$ cat src/rtl/lh_pkg.sv
// ----------------------------------------------------------------------------
// lh_pkg
// Shared constants, codes and types of the luminance histogram.
// ----------------------------------------------------------------------------
`default_nettype none

package lh_pkg;

    localparam int BIN_COUNT   = 65536;
    localparam int IDX_W       = $clog2(BIN_COUNT);

    localparam int SAMPLE_W    = 20;
    localparam int WEIGHT_W    = 16;
    localparam int BIN_W       = 16;
    localparam int COUNT_W     = 32;
    localparam int PROD_W      = SAMPLE_W + WEIGHT_W;
    localparam int SUM_W       = PROD_W + 2;
    localparam int FRAC_SHIFT  = 20;
    localparam int Y_W         = SUM_W - FRAC_SHIFT;
    localparam int CFG_INDEX_W = 8;

    localparam int QUEUE_DEPTH = 4;
    localparam int QPTR_W      = $clog2(QUEUE_DEPTH);

    localparam logic [COUNT_W-1:0]  COUNT_MAX = '1;
    localparam logic [Y_W-1:0]      Y_TOP     = Y_W'(BIN_COUNT - 1);
    localparam logic [IDX_W-1:0]    IDX_LAST  = IDX_W'(BIN_COUNT - 1);

    localparam logic [WEIGHT_W-1:0] WEIGHT_RED_RESET   = 16'd18877;
    localparam logic [WEIGHT_W-1:0] WEIGHT_GREEN_RESET = 16'd46653;
    localparam logic [WEIGHT_W-1:0] WEIGHT_BLUE_RESET  = 16'd6;

    typedef enum logic [1:0] {
        OP_CLEAR = 2'd0,
        OP_ACCUM = 2'd1,
        OP_READ  = 2'd2
    } t_op;

    typedef enum logic [CFG_INDEX_W-1:0] {
        REG_WEIGHT_RED   = 8'd0,
        REG_WEIGHT_GREEN = 8'd1,
        REG_WEIGHT_BLUE  = 8'd2
    } t_reg;

    // ZERO: result with zero count, no memory access (unused op, read past end)
    typedef enum logic [1:0] {
        CMD_CLEAR,
        CMD_ACCUM,
        CMD_READ,
        CMD_ZERO
    } t_cmd_kind;

    typedef struct packed {
        t_cmd_kind        kind;
        logic [BIN_W-1:0] bin;
        logic             eof;
    } t_cmd;

    typedef enum logic [1:0] {
        S_CLEAR,
        S_IDLE,
        S_FETCH
    } t_back_state;

endpackage

`default_nettype wire

$ cat src/rtl/lh_queue.sv
// ----------------------------------------------------------------------------
// lh_queue
// Short command queue between front and back.
// ----------------------------------------------------------------------------
`default_nettype none

module lh_queue import lh_pkg::*; (
    input  wire logic i_clk,
    input  wire logic i_rst_n,
    input  wire logic i_push,
    input  wire t_cmd i_data,
    output logic      o_ready,
    output logic      o_valid,
    output t_cmd      o_data,
    input  wire logic i_pop
);

    t_cmd              r_slot [QUEUE_DEPTH];
    logic [QPTR_W-1:0] r_wr_ptr;
    logic [QPTR_W-1:0] r_rd_ptr;
    logic [QPTR_W:0]   r_count;

    logic do_push;
    logic do_pop;

    assign o_ready = (r_count != (QPTR_W+1)'(QUEUE_DEPTH));
    assign o_valid = (r_count != '0);
    assign o_data  = r_slot[r_rd_ptr];
    assign do_push = i_push && o_ready;
    assign do_pop  = i_pop && o_valid;

    always_ff @(posedge i_clk) begin
        if (!i_rst_n) begin
            r_wr_ptr <= '0;
            r_rd_ptr <= '0;
            r_count  <= '0;
        end else begin
            if (do_push) begin
                r_wr_ptr <= (r_wr_ptr == QPTR_W'(QUEUE_DEPTH - 1)) ? '0 : r_wr_ptr + 1'b1;
            end
            if (do_pop) begin
                r_rd_ptr <= (r_rd_ptr == QPTR_W'(QUEUE_DEPTH - 1)) ? '0 : r_rd_ptr + 1'b1;
            end
            if (do_push && !do_pop) begin
                r_count <= r_count + 1'b1;
            end else if (do_pop && !do_push) begin
                r_count <= r_count - 1'b1;
            end
        end
    end

    always_ff @(posedge i_clk) begin
        if (do_push) begin
            r_slot[r_wr_ptr] <= i_data;
        end
    end

endmodule

`default_nettype wire

$ cat config.mk
export PLATFORM = sky130hd
export DESIGN_NAME = lh_queue
export DESIGN_NICKNAME = d
export VERILOG_FILES = /design/src/rtl/lh_pkg.sv /design/src/rtl/lh_queue.sv
export SDC_FILE = /design/constraint.sdc
export NUM_CORES = 1
export LEC_CHECK = 0
export BUFFER_PORTS_ARGS = -buffer_cell sky130_fd_sc_hd__buf_4
export CAP_MARGIN = 20
export CORE_UTILIZATION = 50
export DETAILED_ROUTE_END_ITERATION = 12
export PLACE_DENSITY_LB_ADDON = 0.1
export SLEW_MARGIN = 30
export SYNTH_ARGS = -nofsm -noshare
export SYNTH_HDL_FRONTEND = slang
export SYNTH_SLANG_ARGS = --single-unit
$ cat constraint.sdc
create_clock -name i_clk -period 6.7 [get_ports i_clk]
set_clock_uncertainty 0.1 [all_clocks]
set_input_delay 0.67 -clock i_clk [delete_from_list [all_inputs] [get_ports i_clk]]
set_output_delay 0.67 -clock i_clk [all_outputs]
set_load 0.01 [all_outputs]
==> flow_summary.toml <==
[run_status]
status = "finished clean"

[synth]
synth_top_area_share_pct = 70.75
netlist_area_mm2 = 0.003226
syn_nets = 180
yosys.area.top_type = "edfxtp_1"
ys_seq_area_share_pct = 76.34
synth_edf_count = 76
synth_area_per_cell_um2 = 21.50
synthArstFlopShare_pct = 0
synthCells = 150
synth_ff_type = "edfxtp_1"
synth.distinct_cells = 27
ys_seq_elements = 85
synthTopCellsByArea = "edfxtp_1, mux4_2, dfxtp_1"
yosys_warnings = 0

[final_layout]
layout_common_cells = "edfxtp_1, buf_4, mux4_2, clkbuf_8, dfxtp_1"
drive_gt1_share_pct = 42.16
regArea_mm2 = 0.002464
nets = 229
multi_input_area_um2 = 713.2
final_common_cell = "edfxtp_1"
area.growth.synth_to_final_pct = 17.34
nFillCells = 469
antennaDiodeCount = 0

[timing]
final.min_clock_period_ns = 2.741
relSlewSlack_pct = 62.40
finalMaxSlewViolations = 0
setup_viol = 0
tightest_slew_ns = 0.5593
finalCritPeriodShare_pct = 40.90
rsz0062_at_grt = "no"
fmax_mhz = 364.9
finalHoldViolations = 0
fin_tns_setup_ns = 0
worst_slack_ns = 3.959

[power]
ir_drop_v = 0.0002253
power.leakage_nw = 1.306
p_per_area_mw_per_mm2 = 358.1

[worst_setup_path]
crit_path_start_kind = "flop"
worstPathArrival_ns = 1.97
cpPeakStageDelay_ns = 0.57
crit-reg2reg-launch = "r_count[1]$_SDFFE_PN0P_"
reg2regPathDepth = 7
required_ns = 5.93
path_cells = "buf_4 -> mux4_2 -> buf_4"
cp_slowest_cell = "mux4_2"
end_kind = "output pin"
path_class = "flop to output pin"
cp_common_cell = "buf_4"
crit_path_max_fanout = 15

[clocking]
cts_buffer_depth = 2
htree_num_levels = 3
post-cts-setup-buffers = 0
cts-root-buf = "clkbuf_8"
cts_made_buffers = 9
clock_latency_ns = 0.34
cts_tree = "built"
clk_pin_slew_ns = 0.08
cts_resized = 0
numClockSinks = 85
ctsHoldBuffers = 0

[detailed_routing]
first_iter_violations = 121
vias_per_cell = 5.412
drcViolationCount = 0
detail_route.wl_per_cell_um = 18.17
via_count = 1510
antenna_left = 0
routed_wirelength_um = 5070
dr.pass1.iters = 4

[placement]
portBuffers = 43
dp_slack_ns = 4.125
gp_congestion = 0.6682
dp_hpwl_um = 3183

[die]
ios = 44
row_count = 28
die_w_um = 82.32
die_area_mm2 = 0.006777
die_h_um = 82.32
start_util_pct = 53.22
core_mm2 = 0.006061

[min_path]
hp-start = "r_wr_ptr[1]$_SDFFE_PN0P_"
min_path_type = "flop to flop"
min_path_cells = 2

[run]
drv_cap = 0

[global_route]
antenna_found_initial = 0
grt_max_degree = 20
first_global_vias = 1547
grt_usage_pct = 16.80
grt_pass1_wl_um = 7776
overflow = 0
metal layers:
metal,vias up,GRT usage [%],share of wire (%)
met5,-,0,0
met4,0,6.842,1.4
met3,7,5.495,4.3
met2,34,27.02,51
met1,769,21.10,43
li1,700,-,-
synthesized netlist by cell type, types with 2 or more instances:
master / instances
edfxtp_1: 76
mux4_2: 19
dfxtp_1: 9
ha_1: 6
nand2_1: 5
and3_2: 4
inv_1: 3
o21ai_0: 3
buf_4: 2
clkbuf_1: 2
mux2i_1: 2
nand3_1: 2
nor2_1: 2
or3_2: 2
through the flow:
stage / instances / instance area, µm² / power [mW] / util, % / hold slack [ns]
global placement: 263 / 3611 / 1.044 / 59.58 / 0.3837
floorplan: 150 / 3226 / 0.9165 / - / 0.3677
global route: 279 / 3785 / 1.426 / 62.45 / 0.3970
CTS: 279 / 3784 / 1.372 / 62.43 / 0.4036
finish: 279 / 3785 / 1.355 / 62.45 / 0.4071
detailed placement: 263 / 3611 / 1.059 / 59.58 / 0.3992
state kept, by name (all words and copies together) (netlist names), named ones only:
name      cells
r_rd_ptr      2
r_slot       76
r_count       3
r_wr_ptr      2
cell type report:
type / count / area share (%)
sequential: 85 / 65.09
multi-input combinational: 56 / 18.84
timing repair buffer: 44 / 8.727
clock buffer: 9 / 3.273
tap: 75 / 2.479
clock inverter: 7 / 1.289
inverter: 3 / 0.2975
worst paths after layout:
check,end,slack (ns)
min reg2reg,r_wr_ptr[1]$_SDFFE_PN0P_,0.41
max,o_data[11],3.96
max reg2reg,r_count[2]$_SDFFE_PN0P_,4.15
min,r_wr_ptr[1]$_SDFFE_PN0P_,0.41
worst max-delay path, delay by kind of cell (launching register included):
family   cells  cell delay [ns]
buf+inv      2             0.53
flops        1             0.52
mux          1             0.57
where the power goes:
part	internal (mW)	switching [mW]
clock network	0.135	0.181
registers	0.646	0.0391
logic	0.193	0.161
logic make-up after synthesis:
group,after synthesis,synth area share (%)
adder cells (fa/ha/maj),7,2.948
flip-flops,85,76.34
AO/OA/AOI/OAI,6,1.086
AND/OR/NAND/NOR,20,3.647
buffers and inverters,9,1.551
XOR/XNOR,2,0.5432
multiplexers,21,13.89
Note: power is estimated with default switching activity, not from simulation.
