## src/rtl/lh_pkg.sv

```systemverilog
// ----------------------------------------------------------------------------
// lh_pkg
// Shared constants, codes and types of the luminance histogram.
// ----------------------------------------------------------------------------
`default_nettype none

package lh_pkg;

    localparam int BIN_COUNT   = 65536;
    localparam int IDX_W       = $clog2(BIN_COUNT);

    localparam int SAMPLE_W    = 20;
    localparam int WEIGHT_W    = 16;
    localparam int BIN_W       = 16;
    localparam int COUNT_W     = 32;
    localparam int PROD_W      = SAMPLE_W + WEIGHT_W;
    localparam int SUM_W       = PROD_W + 2;
    localparam int FRAC_SHIFT  = 20;
    localparam int Y_W         = SUM_W - FRAC_SHIFT;
    localparam int CFG_INDEX_W = 8;

    localparam int QUEUE_DEPTH = 4;
    localparam int QPTR_W      = $clog2(QUEUE_DEPTH);

    localparam logic [COUNT_W-1:0]  COUNT_MAX = '1;
    localparam logic [Y_W-1:0]      Y_TOP     = Y_W'(BIN_COUNT - 1);
    localparam logic [IDX_W-1:0]    IDX_LAST  = IDX_W'(BIN_COUNT - 1);

    localparam logic [WEIGHT_W-1:0] WEIGHT_RED_RESET   = 16'd18877;
    localparam logic [WEIGHT_W-1:0] WEIGHT_GREEN_RESET = 16'd46653;
    localparam logic [WEIGHT_W-1:0] WEIGHT_BLUE_RESET  = 16'd6;

    typedef enum logic [1:0] {
        OP_CLEAR = 2'd0,
        OP_ACCUM = 2'd1,
        OP_READ  = 2'd2
    } t_op;

    typedef enum logic [CFG_INDEX_W-1:0] {
        REG_WEIGHT_RED   = 8'd0,
        REG_WEIGHT_GREEN = 8'd1,
        REG_WEIGHT_BLUE  = 8'd2
    } t_reg;

    // ZERO: result with zero count, no memory access (unused op, read past end)
    typedef enum logic [1:0] {
        CMD_CLEAR,
        CMD_ACCUM,
        CMD_READ,
        CMD_ZERO
    } t_cmd_kind;

    typedef struct packed {
        t_cmd_kind        kind;
        logic [BIN_W-1:0] bin;
        logic             eof;
    } t_cmd;

    typedef enum logic [1:0] {
        S_CLEAR,
        S_IDLE,
        S_FETCH
    } t_back_state;

endpackage

`default_nettype wire

```

## src/rtl/lh_channels.sv

```systemverilog
// ----------------------------------------------------------------------------
// lh_channels
// Valid/ready channel interfaces: pixel input, configuration write, result.
// ----------------------------------------------------------------------------
`default_nettype none

interface lh_pix_if import lh_pkg::*; ();
    logic                valid;
    logic                ready;
    logic [1:0]          operation;
    logic [SAMPLE_W-1:0] red_sample;
    logic [SAMPLE_W-1:0] green_sample;
    logic [SAMPLE_W-1:0] blue_sample;
    logic [BIN_W-1:0]    read_bin;
    logic                end_of_frame;

    modport source (output valid, operation, red_sample, green_sample, blue_sample,
                    read_bin, end_of_frame, input ready);
    modport sink   (input valid, operation, red_sample, green_sample, blue_sample,
                    read_bin, end_of_frame, output ready);
endinterface

interface lh_cfg_if import lh_pkg::*; ();
    logic                   valid;
    logic                   ready;
    logic [CFG_INDEX_W-1:0] index;
    logic [WEIGHT_W-1:0]    data;

    modport source (output valid, index, data, input ready);
    modport sink   (input valid, index, data, output ready);
endinterface


`default_nettype wire

```

## src/rtl/lh_front.sv

```systemverilog
// ----------------------------------------------------------------------------
// lh_front
// Weight registers, luminance computation and command classification.
// ----------------------------------------------------------------------------
`default_nettype none

module lh_front import lh_pkg::*; (
    input  wire logic i_clk,
    input  wire logic i_rst_n,
    lh_pix_if.sink    i_pix,
    lh_cfg_if.sink    i_cfg,
    output t_cmd      o_cmd,
    output logic      o_cmd_valid,
    input  wire logic i_cmd_ready
);

    logic [WEIGHT_W-1:0] r_weight_red;
    logic [WEIGHT_W-1:0] r_weight_green;
    logic [WEIGHT_W-1:0] r_weight_blue;

    logic                r_s1_valid;
    logic [PROD_W-1:0]   r_prod_red;
    logic [PROD_W-1:0]   r_prod_green;
    logic [PROD_W-1:0]   r_prod_blue;
    logic [1:0]          r_s1_op;
    logic [BIN_W-1:0]    r_s1_bin;
    logic                r_s1_eof;

    logic                accept;
    logic                push;
    logic [SUM_W-1:0]    sum;
    logic [Y_W-1:0]      luma;
    logic [Y_W-1:0]      luma_bin;

    assign i_cfg.ready = 1'b1;

    always_ff @(posedge i_clk) begin
        if (!i_rst_n) begin
            r_weight_red   <= WEIGHT_RED_RESET;
            r_weight_green <= WEIGHT_GREEN_RESET;
            r_weight_blue  <= WEIGHT_BLUE_RESET;
        end else if (i_cfg.valid) begin
            unique case (i_cfg.index)
                REG_WEIGHT_RED:   r_weight_red   <= i_cfg.data;
                REG_WEIGHT_GREEN: r_weight_green <= i_cfg.data;
                REG_WEIGHT_BLUE:  r_weight_blue  <= i_cfg.data;
                default: ;
            endcase
        end
    end

    assign push        = r_s1_valid && i_cmd_ready;
    assign i_pix.ready = !r_s1_valid || i_cmd_ready;
    assign accept      = i_pix.valid && i_pix.ready;

    always_ff @(posedge i_clk) begin
        if (!i_rst_n) begin
            r_s1_valid <= 1'b0;
        end else if (accept) begin
            r_s1_valid <= 1'b1;
        end else if (push) begin
            r_s1_valid <= 1'b0;
        end
    end

    always_ff @(posedge i_clk) begin
        if (accept) begin
            r_prod_red   <= PROD_W'(i_pix.red_sample)   * PROD_W'(r_weight_red);
            r_prod_green <= PROD_W'(i_pix.green_sample) * PROD_W'(r_weight_green);
            r_prod_blue  <= PROD_W'(i_pix.blue_sample)  * PROD_W'(r_weight_blue);
            r_s1_op      <= i_pix.operation;
            r_s1_bin     <= i_pix.read_bin;
            r_s1_eof     <= i_pix.end_of_frame;
        end
    end

    assign sum      = SUM_W'(r_prod_red) + SUM_W'(r_prod_green) + SUM_W'(r_prod_blue);
    assign luma     = sum[SUM_W-1:FRAC_SHIFT];
    assign luma_bin = (luma > Y_TOP) ? Y_TOP : luma;

    always_comb begin
        o_cmd_valid = r_s1_valid;
        o_cmd.kind  = CMD_ZERO;
        o_cmd.bin   = '0;
        o_cmd.eof   = 1'b0;
        unique case (r_s1_op)
            OP_CLEAR: begin
                o_cmd.kind = CMD_CLEAR;
            end
            OP_ACCUM: begin
                o_cmd.kind = CMD_ACCUM;
                o_cmd.bin  = luma_bin[BIN_W-1:0];
                o_cmd.eof  = r_s1_eof;
            end
            OP_READ: begin
                o_cmd.bin  = r_s1_bin;
                o_cmd.kind = ({1'b0, r_s1_bin} < (BIN_W+1)'(BIN_COUNT)) ? CMD_READ : CMD_ZERO;
            end
            default: ;
        endcase
    end

endmodule

`default_nettype wire

```

## src/flat_wrapper.sv

```systemverilog
// flat-port wrapper written by rule: the top's interface ports become plain ports
module lh_front_flat import lh_pkg::*;
  (i_clk, i_rst_n, o_cmd, o_cmd_valid, i_cmd_ready, i_pix_valid, i_pix_operation, i_pix_red_sample, i_pix_green_sample, i_pix_blue_sample, i_pix_read_bin, i_pix_end_of_frame, i_pix_ready, i_cfg_valid, i_cfg_index, i_cfg_data, i_cfg_ready);
  lh_pix_if i_pix_i ();
  lh_cfg_if i_cfg_i ();
  input  wire logic i_clk;
  input  wire logic i_rst_n;
  output t_cmd o_cmd;
  output logic o_cmd_valid;
  input  wire logic i_cmd_ready;
  input wire logic [$bits(i_pix_i.valid)-1:0] i_pix_valid;
  input wire logic [$bits(i_pix_i.operation)-1:0] i_pix_operation;
  input wire logic [$bits(i_pix_i.red_sample)-1:0] i_pix_red_sample;
  input wire logic [$bits(i_pix_i.green_sample)-1:0] i_pix_green_sample;
  input wire logic [$bits(i_pix_i.blue_sample)-1:0] i_pix_blue_sample;
  input wire logic [$bits(i_pix_i.read_bin)-1:0] i_pix_read_bin;
  input wire logic [$bits(i_pix_i.end_of_frame)-1:0] i_pix_end_of_frame;
  output wire logic [$bits(i_pix_i.ready)-1:0] i_pix_ready;
  input wire logic [$bits(i_cfg_i.valid)-1:0] i_cfg_valid;
  input wire logic [$bits(i_cfg_i.index)-1:0] i_cfg_index;
  input wire logic [$bits(i_cfg_i.data)-1:0] i_cfg_data;
  output wire logic [$bits(i_cfg_i.ready)-1:0] i_cfg_ready;
  assign i_pix_i.valid = i_pix_valid;
  assign i_pix_i.operation = i_pix_operation;
  assign i_pix_i.red_sample = i_pix_red_sample;
  assign i_pix_i.green_sample = i_pix_green_sample;
  assign i_pix_i.blue_sample = i_pix_blue_sample;
  assign i_pix_i.read_bin = i_pix_read_bin;
  assign i_pix_i.end_of_frame = i_pix_end_of_frame;
  assign i_pix_ready = i_pix_i.ready;
  assign i_cfg_i.valid = i_cfg_valid;
  assign i_cfg_i.index = i_cfg_index;
  assign i_cfg_i.data = i_cfg_data;
  assign i_cfg_ready = i_cfg_i.ready;
  lh_front u_core (.i_clk(i_clk), .i_rst_n(i_rst_n), .i_pix(i_pix_i), .i_cfg(i_cfg_i), .o_cmd(o_cmd), .o_cmd_valid(o_cmd_valid), .i_cmd_ready(i_cmd_ready));
endmodule
```

## config.mk

```make
export PLATFORM = sky130hd
export DESIGN_NAME = lh_front_flat
export DESIGN_NICKNAME = d
export VERILOG_FILES = /design/src/rtl/lh_pkg.sv /design/src/rtl/lh_channels.sv /design/src/rtl/lh_front.sv /design/src/flat_wrapper.sv
export SDC_FILE = /design/constraint.sdc
export NUM_CORES = 2
export LEC_CHECK = 0
export ABC_AREA = 1
export BUFFER_PORTS_ARGS = -buffer_cell sky130_fd_sc_hd__buf_4
export CAP_MARGIN = 10
export CELL_PAD_IN_SITES_DETAIL_PLACEMENT = 2
export CELL_PAD_IN_SITES_GLOBAL_PLACEMENT = 2
export CORE_MARGIN = 1
export CORE_UTILIZATION = 43
export CTS_CLUSTER_DIAMETER = 100
export DETAILED_ROUTE_END_ITERATION = 8
export GPL_ROUTABILITY_DRIVEN = 0
export PLACE_DENSITY = 0.91
export SYNTH_ARGS = -nofsm -noshare
export SYNTH_HDL_FRONTEND = slang
export SYNTH_SLANG_ARGS = --single-unit
```

## constraint.sdc

```tcl
create_clock -name i_clk -period 29.3 [get_ports i_clk]
set_clock_uncertainty 0.15 [all_clocks]
set_input_delay 7.325 -clock i_clk [delete_from_list [all_inputs] [get_ports i_clk]]
set_output_delay 7.325 -clock i_clk [all_outputs]
set_load 0.01 [all_outputs]
```

==> flow_metrics.env <==
export IMPL_vias=36831
export IMPL_final_common_cell="inv_1"
export IMPL_yosysWarningCount=0
export IMPL_final_cell_mix="inv_1, nand2_1, fa_1"
export IMPL_setup_tns_ns=0
export IMPL_row_count=112
export IMPL_fmax_mhz=64.4
export IMPL_antenna_left=0
export IMPL_fp_dieH_um=311
export IMPL_p_leak_uw=0.0249
export IMPL_relSlewSlack=0.169
export IMPL_cts_sinks=176
export IMPL_max_cap_violations=0
export IMPL_numPortBuffers=128
export IMPL_final_area_sq_mm=0.0435
export IMPL_busiest_layer="met2"
export IMPL_drt_wl_total_mm=191
export IMPL_drive_gt1_frac=0.0485
export IMPL_first_global_vias=44490
export IMPL_drt_iter0_drc=2999
export IMPL_postCtsHoldBufs=0
export IMPL_placed_area_sq_mm=0.0429
export IMPL_die_w_um=311
export IMPL_path_max_fanout=2
export IMPL_cts_setup_buffers=0
export IMPL_status="finished, final reports clean"
export IMPL_grt_setup_unrepaired="no"
export IMPL_max_vdd_ir_drop_mv=0.101
export IMPL_yosysSeqAreaShare=0.117
export IMPL_start_kind="primary input"
export IMPL_syn_avg_cell_area_sq_um=7.96
export IMPL_fp_coreArea_sq_mm=0.0939
export IMPL_end_kind="primary output"
export IMPL_worstPathArrival_ns=8.06
export IMPL_area_growth_pct=6.05
export IMPL_drv_slew=0
export IMPL_antenna_found_initial=4
export IMPL_crit_top_cell="buf_4"
export IMPL_initial_core_util=0.437
export IMPL_slowest_delay_ns=0.24
export IMPL_clk_pin_slew_ns=0.08
export IMPL_htreeDepth=4
export IMPL_insertion_delay_ns=0.52
export IMPL_ys_types=49
export IMPL_drtPass1Iterations=5
export IMPL_power_density_mw_per_mm2=121
export IMPL_period_minus_slack_ns=15.54
export IMPL_holdCritPathClass="reg2reg"
export IMPL_synth_nets=6405
export IMPL_cp_cell_sequence="buf_4 -> inv_1 -> nand2_1 -> buf_4"
export IMPL_worst_pin_slew_ns=1.24
export IMPL_grt_use_total=0.402
export IMPL_drt_wirelength_per_cell_um=30.0
export IMPL_io_pins=130
export IMPL_use_met2=0.705
export IMPL_grt_pass1_wl_mm=289
export IMPL_dpl_hpwl_mm=148
export IMPL_grt_max_degree=64
export IMPL_vias_per_cell=5.79
export IMPL_cts_root_buf="clkbuf_16"
export IMPL_setup_viol=0
export IMPL_drc=0
export IMPL_synth_edf_count=127
export IMPL_dieArea_sq_mm=0.0966
export IMPL_final_hold_viol_count=0
export IMPL_clk_path_buf_depth=2
export IMPL_cts_tree="built"
export IMPL_finalCritPeriodShare=0.530
export IMPL_async_flop_share=0
export IMPL_cts_buffers=17
export IMPL_postSynthCellCount=5150
export IMPL_gr_usage_met1=0.443
export IMPL_synth_area_sq_mm=0.0410
export IMPL_globalRoute_totalOverflow=0
export IMPL_crit_type="in2out"
export IMPL_final_nets=6351
export IMPL_required_ns=21.83
export IMPL_ys_ff_latch=176
export IMPL_cts_resized=0
export IMPL_cp_slowest_cell="buf_4"
export IMPL_grtUsageMet3=0.0648
export IMPL_synth_ff_type="edfxtp_1"
==> final timing paths <==
check                            start                        end  slack (ns)  cells after the start
max reg2reg     u_core.r_weight_red[5]      u_core.r_prod_red[30]       21.67                     19
min reg2reg  u_core.r_weight_green[13]  u_core.r_weight_green[13]        0.35                      2
max                        i_cmd_ready                i_pix_ready       13.76                      4
min          u_core.r_weight_green[13]  u_core.r_weight_green[13]        0.35                      2
==> registers in the layout, summed over array words and instances, names as in the netlist <==
name	cells
u_core.o_cmd_valid	1
u_core.r_prod_blue	36
u_core.r_prod_green	36
u_core.r_prod_red	36
u_core.r_s1_bin	16
u_core.r_s1_eof	1
u_core.r_s1_op	2
u_core.r_weight_blue	16
u_core.r_weight_green	16
u_core.r_weight_red	16
==> per-layer routing <==
layer  wire [um]  part of all wire
met1       67400              0.35
met2       96300              0.50
met3       11700             0.061
met4       15600             0.082
met5          26           0.00014
==> worst max-delay path: cells and delay by family <==
family                 cells  cell delay (ns)
and+or+nand+nor            1             0.21
buffers and inverters      3             0.51
==> cells by family (layout without fill, tap and decap cells) <==
kind of cell,after synthesis,in the layout,synth area share
flip-flops,176,176,0.117
XOR/XNOR,108,108,0.0231
AO/OA/AOI/OAI,347,347,0.0499
AND/OR/NAND/NOR,1730,1730,0.166
other,1,2,0.0000914
adder cells (fa/ha/maj),1147,1147,0.494
buffers and inverters,1641,1600,0.151
==> cell type report <==
cell class	count	area, sq um
Tap cell	1254	1570
Timing Repair Buffer	160	1220
Clock inverter	13	113
Multi-Input combinational cell	3333	30100
Inverter	1408	5290
Fill cell	10640	50400
Antenna cell	1	2.50
Clock buffer	19	454
Sequential cell	176	4790
==> cell usage after synthesis (3+ instances only) <==
master,n,area share
nor2_2,4,0.00061
nand2_1,1369,0.13
o21ai_1,17,0.0021
nor3_1,12,0.0015
a211oi_1,3,0.00055
a21oi_2,14,0.0030
inv_2,5,0.00046
dfxtp_1,49,0.024
fa_1,785,0.38
nor4_1,5,0.00076
clkbuf_1,227,0.021
ha_1,362,0.11
and2_1,3,0.00046
xor2_1,77,0.016
o21ai_0,80,0.0098
o2111ai_1,5,0.0011
a31oi_1,4,0.00061
xnor2_1,31,0.0066
nand4_1,19,0.0029
a221oi_1,3,0.00064
buf_4,4,0.00073
a21boi_2,3,0.00082
nor2_1,221,0.020
o21a_1,17,0.0031
o211ai_2,4,0.0012
nand3_1,71,0.0087
nand2_2,9,0.0014
o21bai_1,20,0.0037
nand3_2,7,0.0017
inv_1,1402,0.13
o21ai_2,3,0.00064
a21oi_1,151,0.018
a21o_1,16,0.0029
edfxtp_1,127,0.093
==> per-stage QoR <==
stage                util  hold WS (ns)  std cells  setup WS [ns]  power, uW
finish              0.463         0.354       6364          13.76       5240
global route        0.463         0.405       6363          13.80       5450
CTS                 0.463         0.355       6362          13.82       5070
detailed placement  0.457         0.340       6330          13.82       4610
global placement    0.457         0.317       6330          13.82       4070
floorplan               -         0.310       5150          14.37       3010
==> report_power, final <==
group	leakage (uW)	internal, uW	switching (uW)	total (uW)
Combinational	0.0229	1350	3130	4480
Sequential	0.00163	463	55.6	518
Clock	0.000280	117	132	249
Total	0.0249	1930	3310	5240
Note: power is estimated with default switching activity, not from simulation.
